File: src/hdl/nbc_pkg.sv
// Shared types, constants and helpers for the naive Bayes classifier.
`default_nettype none
package nbc_pkg;
	localparam int MAX_CLASSES  = 8;
	localparam int MAX_FEATURES = 8;
	localparam int MAX_BINS     = 16;
	localparam int CLS_W  = $clog2(MAX_CLASSES);
	localparam int FEAT_W = $clog2(MAX_FEATURES);
	localparam int BIN_W  = $clog2(MAX_BINS);
	localparam int ADDR_W = CLS_W + FEAT_W + BIN_W;
	localparam int DEPTH  = MAX_CLASSES * MAX_FEATURES * MAX_BINS;

	// divider widths
	localparam int DVD_W = 64;
	localparam int DVS_W = 35;
	localparam int CNT_W = $clog2(DVD_W + 1);

	localparam logic [31:0] Q_ONE      = 32'h8000_0000;
	localparam logic [15:0] LFSR_SEED  = 16'hACE1;
	localparam logic [31:0] THRESH_RST = 32'd6442451;

	// register indexes
	localparam logic [1:0] REG_CLASSES = 2'd0;
	localparam logic [1:0] REG_FEATS   = 2'd1;
	localparam logic [1:0] REG_BINS    = 2'd2;
	localparam logic [1:0] REG_THRESH  = 2'd3;

	// request codes
	localparam logic [1:0] REQ_TRAIN    = 2'd0;
	localparam logic [1:0] REQ_CLASSIFY = 2'd1;
	localparam logic [1:0] REQ_POST     = 2'd2;

	typedef struct packed {
		logic [1:0] req_type;
		logic [3:0] feature_bin;
		logic [2:0] class_label;
		logic       last_feature;
	} nbc_in_t;

	typedef struct packed {
		logic [2:0]  best_class;
		logic [31:0] posterior;
		logic        result_kind;
	} nbc_out_t;

	typedef struct packed {
		logic             start;
		logic [DVD_W-1:0] dividend;
		logic [DVS_W-1:0] divisor;
	} div_req_t;

	typedef struct packed {
		logic             done;
		logic [DVD_W-1:0] quo;
		logic [DVS_W-1:0] rem;
	} div_rsp_t;

	typedef enum logic [4:0] {
		ST_CLEAR, ST_IDLE,
		ST_TM0, ST_TM1, ST_TRD, ST_TMUL, ST_TDIV, ST_TWAIT,
		ST_PMUL, ST_PDIV, ST_PWAIT,
		ST_MODS, ST_MODW,
		ST_SINIT, ST_SRD, ST_SMUL, ST_SACC, ST_CEND,
		ST_QDIV, ST_QWAIT, ST_OUT
	} nbc_state_t;

	// saturate a quotient at 1.0
	function automatic logic [31:0] sat_one(input logic [DVD_W-1:0] v);
		logic [31:0] r;
		if (v > {{(DVD_W-32){1'b0}}, Q_ONE}) r = Q_ONE;
		else r = v[31:0];
		return r;
	endfunction
endpackage
`default_nettype wire

File: src/hdl/nbc_div.sv
// Restoring divider, one quotient bit per cycle.
`default_nettype none
module nbc_div import nbc_pkg::*; (
	input  wire logic     clk,
	input  wire logic     arst_n,
	input  wire div_req_t req,
	output div_rsp_t      rsp
);
	logic [DVS_W-1:0] div_q, rem_q;
	logic [DVD_W-1:0] quo_q;
	logic [CNT_W-1:0] cnt_q;
	logic             run_q, done_q;
	logic [DVS_W:0]   trial;
	logic             fits;

	// one shift-subtract step
	always_comb begin
		trial = {rem_q, quo_q[DVD_W-1]};
		fits  = trial >= {1'b0, div_q};
	end

	always_ff @(posedge clk or negedge arst_n) begin
		if (!arst_n) begin
			run_q  <= 1'b0;
			done_q <= 1'b0;
			cnt_q  <= '0;
		end else begin
			done_q <= 1'b0;
			if (req.start) begin
				run_q <= 1'b1;
				cnt_q <= CNT_W'(DVD_W);
			end else if (run_q) begin
				cnt_q <= cnt_q - 1'b1;
				if (cnt_q == CNT_W'(1)) begin
					run_q  <= 1'b0;
					done_q <= 1'b1;
				end
			end
		end
	end

	always_ff @(posedge clk) begin
		if (req.start) begin
			div_q <= req.divisor;
			rem_q <= '0;
			quo_q <= req.dividend;
		end else if (run_q) begin
			rem_q <= fits ? DVS_W'(trial - {1'b0, div_q}) : trial[DVS_W-1:0];
			quo_q <= {quo_q[DVD_W-2:0], fits};
		end
	end

	assign rsp.done = done_q;
	assign rsp.quo  = quo_q;
	assign rsp.rem  = rem_q;
endmodule
`default_nettype wire

File: config.mk
export PLATFORM = sky130hd
export DESIGN_NAME = nbc_div
export DESIGN_NICKNAME = d
export VERILOG_FILES = /design/src/hdl/nbc_pkg.sv /design/src/hdl/nbc_div.sv
export SDC_FILE = /design/constraint.sdc
export NUM_CORES = 1
export LEC_CHECK = 0
export BUFFER_PORTS_ARGS = -buffer_cell sky130_fd_sc_hd__buf_2
export CELL_PAD_IN_SITES_DETAIL_PLACEMENT = 0
export CELL_PAD_IN_SITES_GLOBAL_PLACEMENT = 1
export CORE_UTILIZATION = 42
export DETAILED_ROUTE_END_ITERATION = 6
export MAX_ROUTING_LAYER = met4
export PLACE_DENSITY_LB_ADDON = 0.1
export SETUP_SLACK_MARGIN = 0.15
export SYNTH_ARGS = -nofsm -noshare
export SYNTH_HDL_FRONTEND = slang
export SYNTH_SLANG_ARGS = --single-unit
File: constraint.sdc
create_clock -name clk -period 3.9 [get_ports clk]
set_input_delay 0.78 -clock clk [delete_from_list [all_inputs] [get_ports clk]]
set_output_delay 0.78 -clock clk [all_outputs]
set_load 0.05 [all_outputs]
# [Word level (Yosys, flattened, before mapping)]
# Cells that the tools add are included.
[op_classes] mux=11 n_lt_le_gt_ge=1 n_eq_ne=1 n_reduce_logical=1 add_sub_neg=2
[ops] operator="64-bit two-way mux" n=2
[ops] operator="36-bit by 35-bit greater-or-equal comparator with 1-bit output" n=1
[ops] operator="35-bit two-way mux" n=1
[ops] operator="35-bit subtractor" n=1
[ops] operator="7-bit two-way mux" n=2
[ops] operator="7-bit by 1-bit equality test with 1-bit output, second input constant" n=1
[ops] operator="7-bit by 1-bit subtractor with 7-bit output, second input constant" n=1
[ops] operator="1-bit two-way mux" n=6
[ops] operator="2-bit nonzero test" n=1
[totals] input_bits=102 ff_bits=143

# [Longest topological paths before layout]
[depth] depth_word=4 ltp_mapped=14 mapped_depth_nobuf=12

# [Worst setup path before layout]
# OpenSTA, ideal clock, no wires.
[synth_path] path_kind="reg2reg" startpoint="reg quo_q[63]" endpoint="reg rem_q[34]" slack_ps=695 t_arrival_ps=3125 path_buffers=0 stages_incl_launch_ff=13 setup_time_ps=80 path_cell_list="edfxtp_1 inv_1 ha_1 fa_1 nor2b_1 o2111ai_1 a21oi_2 a2111oi_2 o41ai_2 a221oi_1 mux2_1 and3_1 a211oi_2"
[synth_between] elab_chain_cells=2
[synth_lines] element="from (decl)" line="nbc_div.sv:10" source="logic [DVD_W-1:0] quo_q;"
[synth_lines] element="from (signal assigned)" line="nbc_div.sv:46" source="quo_q <= req.dividend;"
[synth_lines] element="from (signal assigned)" line="nbc_div.sv:49" source="quo_q <= {quo_q[DVD_W-2:0], fits};"
[synth_lines] element="35-bit subtractor or 36-bit by 35-bit greater-or-equal comparator with 1-bit output (tied branches)" line="nbc_div.sv:48, nbc_div.sv:19"
[synth_lines] element="35-bit two-way mux *" line="nbc_div.sv:48" source="rem_q <= fits ? DVS_W'(trial - {1'b0, div_q}) : trial[DVS_W-1:0];"
[synth_lines] element="to (signal assigned)" line="nbc_div.sv:48"
[synth_lines] element="to (decl)" line="nbc_div.sv:9" source="logic [DVS_W-1:0] div_q, rem_q;"
# Mark *: on every way between the ends. The rest lies on a longest branch, timed or not.
# A chain may end at the register's enable or synchronous reset.

# [Worst setup path after layout]
[layout_path] startpoint="reg quo_q[63]" endpoint="reg rem_q[17]"
# Same word-level chain as after synthesis.

==> impl_metrics.tcl <==
set metrics [dict create \
    numPortBuffers 201 \
    ys.flop_type "edfxtp_1" \
    p_int_mw 3.16 \
    r2r_cells 12 \
    numCtsBuffers 17 \
    fmaxAchievable_ghz 0.292 \
    synth_area_um2 7960 \
    slew_violations 0 \
    rsz0062_at_grt "false" \
    n_antenna_cell 0 \
    critPathCaptureType "flop" \
    ys_seq_area_share_pct 49.0 \
    hp-class "in -> async" \
    io_pins 202 \
    grt_pass1_wl_um 30300 \
    die_h_um 140 \
    worstPathMaxFanout 21 \
    critPathLaunchType "flop" \
    die_x_um 140 \
    power_frac_comb_pct 26.8 \
    synth-xor-area-share_pct 3.08 \
    yosysMostFrequentCell "edfxtp_1" \
    synth_cells 726 \
    muxShareOfSynthArea_pct 9.76 \
    period_share_pct 87.9 \
    cts-root-buf "clkbuf_16" \
    antenna_found_initial 0 \
    clk_latency_ns 0.43 \
    syn_to_final_growth_pct 22.2 \
    layout_min_cycle_time_ns 3.43 \
    cts_htree_levels 4 \
    place_hpwl_um 13300 \
    cap_viol_max_count 0 \
    yosys.area_share.simple_pct 11.9 \
    status "complete, no violations" \
    viasPerCell 5.29 \
    p_switching_mw 1.69 \
    switching_share_pct 34.9 \
    cts_setup_buffers 0 \
    first_iter_violations 279 \
    worstPathArrival_ns 3.75 \
    cts_tree "yes" \
    grt_remaining_overflow 0 \
    cts-hold-fix-buffers 0 \
    fp.coreArea_um2 18300 \
    synth_commonest_cells "edfxtp_1 (99), nand2_1 (70), mux2_2 (64), nor2_1 (57), inv_1 (45)" \
    clk_pin_slew_ns 0.07 \
    ir_drop_mv 0.328 \
    timing.rr.start "quo_q[63]" \
    fin_setup_tns_ns 0 \
    grt_max_degree 144 \
    synth_area_leaders "edfxtp_1 (37%), mux2_2 (9.0%), dfxtp_1 (8.8%), ha_1 (5.8%), nand2_1 (3.3%)" \
    leakagePower_nw 4.30 \
    rows 49 \
    instances_no_fill 1157 \
    synth_area_per_cell_um2 11.0 \
    ys_types 80 \
    yosys_warnings 0 \
    synthAdderAreaFrac_pct 6.06 \
    clock-sinks 143 \
    synth-seq-cells 143 \
    gp_congestion 0.884 \
    clock_path_buffers 2 \
    worstPathRequired_ns 4.23 \
    clock_skew_ns 0.0157 \
    ff2ff_setup_slack_ns 0.47 \
    grt_pass1_vias 6121 \
    worstMarginPinSlew_ns 0.791 \
    routed_wirelength_um 18400 \
    powerDensity_nw_per_um2 498 \
    synth_top_area_share_pct 37.3 \
    syn_nets 866 \
    r2r-end "rem_q[17]" \
    max_slew_margin_pct 47.3 \
    pre_cts_ws_ns 0.450 \
    routedWlPerCell_um 15.9 \
    drc_errors 0 \
    dr.pass1.iters 5 \
    critical_path_class "reg -> reg" \
    finalPower_mw 4.85 \
    dieArea_um2 19500 \
    synth_top_family_by_area "compound AO/OA/AOI/OAI gates" \
    finalHoldViolCount 0 \
    start_util_pct 43.6 \
    place_inst 1125 \
    pwr-share-clk_pct 33.1 \
    synth_edf_count 99 \
    cts_resized 0 \
    drive_gt1_share_pct 35.8 \
    vias 6121 \
    track_usage_pct 20.0 \
    finalSetupViolations 0 \
    synth_top_area_cell "edfxtp_1" \
    antenna_left 0 \
    synth_compound_area_share_pct 16.1 \
    seqPwrFrac_pct 40.1 \
    layout_setup_ws_ns 0.472 \
    synthArstFlopShare_pct 6.29 \
    nNetsFinal 1055 \
]
[cells by family (layout without fill, tap and decap cells)]
kind of cell / after synthesis / in the layout
AND/OR/NAND/NOR: 200 / 200
adder cells (fa/ha/maj): 38 / 38
multiplexers: 69 / 69
flip-flops: 143 / 143
AO/OA/AOI/OAI: 166 / 166
buffers and inverters: 82 / 284
XOR/XNOR: 28 / 28
[power by group through the flow]
stage	logic [mW]	clock network, mW	registers [mW]
3_3_place_gp	1.29	0	1.97
4_1_cts	1.31	1.64	1.95
5_1_grt	1.40	1.72	1.97
6_report	1.30	1.61	1.94
3_5_place_dp	1.30	0	1.97
2_1_floorplan	0.577	0	2.39
[layer usage]
metal	global-route usage [%]	up-vias	share of wire [%]
li1	-	3069	-
met1	24.8	2898	46
met2	32.5	148	49
met3	5.37	6	5.2
met4	4.86	0	0.51
met5	-	-	0
[flip-flops by register name, indices dropped and copies added (netlist names)]
name,count
done_q,1
rem_q,35
cnt_q,7
div_q,35
quo_q,64
run_q,1
[how the worst max path moves through the flow]
stage               startpoint   endpoint  slack (ns)
finish               quo_q[63]  rem_q[17]        0.47
global route         quo_q[63]   rem_q[5]        0.23
CTS                  quo_q[63]   rem_q[3]        0.44
detailed placement   quo_q[63]  rem_q[17]        0.45
global placement     quo_q[63]   rem_q[3]        0.62
floorplan            quo_q[63]  rem_q[34]        0.70
[worst max-delay path, cell delays in order (launching register included)]
cell,delay (ns)
edfxtp_1,0.37
inv_1,0.05
ha_1,0.22
fa_1,0.41
nor2b_1,0.18
o2111ai_1,0.18
a21oi_2,0.28
o2111a_1,0.26
o21ai_1,0.18
nand3_2,0.16
nand2_2,0.29
or3_1,0.48
a311oi_1,0.27
[area by class of cell]
cell class	count	area [um2]
fillers	1685	8540
flip-flops and latches	143	3900
inverters	45	169
well taps	229	287
clock inverters	14	153
repair buffers	207	1070
clock buffers	18	429
multi-input cells	501	3730
[through the flow]
stage	area, um2	hold slack (ns)	util, %
3_3_place_gp	9150	0.497	50.1
2_1_floorplan	7960	0.478	-
3_5_place_dp	9150	0.502	50.1
4_1_cts	9730	0.195	53.3
5_1_grt	9730	0.197	53.3
6_report	9730	0.201	53.3
[placed cells by master (no fill, tap or decap), types with 7 or more instances in the layout]
master     instances
buf_2            200
edfxtp_1          99
nand2_1           70
mux2_2            64
nor2_1            57
inv_1             45
a21oi_1           40
ha_1              37
dfxtp_1           35
xnor2_1           18
o21ai_0           17
clkbuf_16         17
a311oi_1          16
a21o_1            16
nand3_1           15
xor2_1            10
a211oi_1          10
nand2b_1           9
nor3_1             9
a311oi_2           8
dfrtp_1            8
o211ai_1           7
Power figures use the tool's default switching activity.
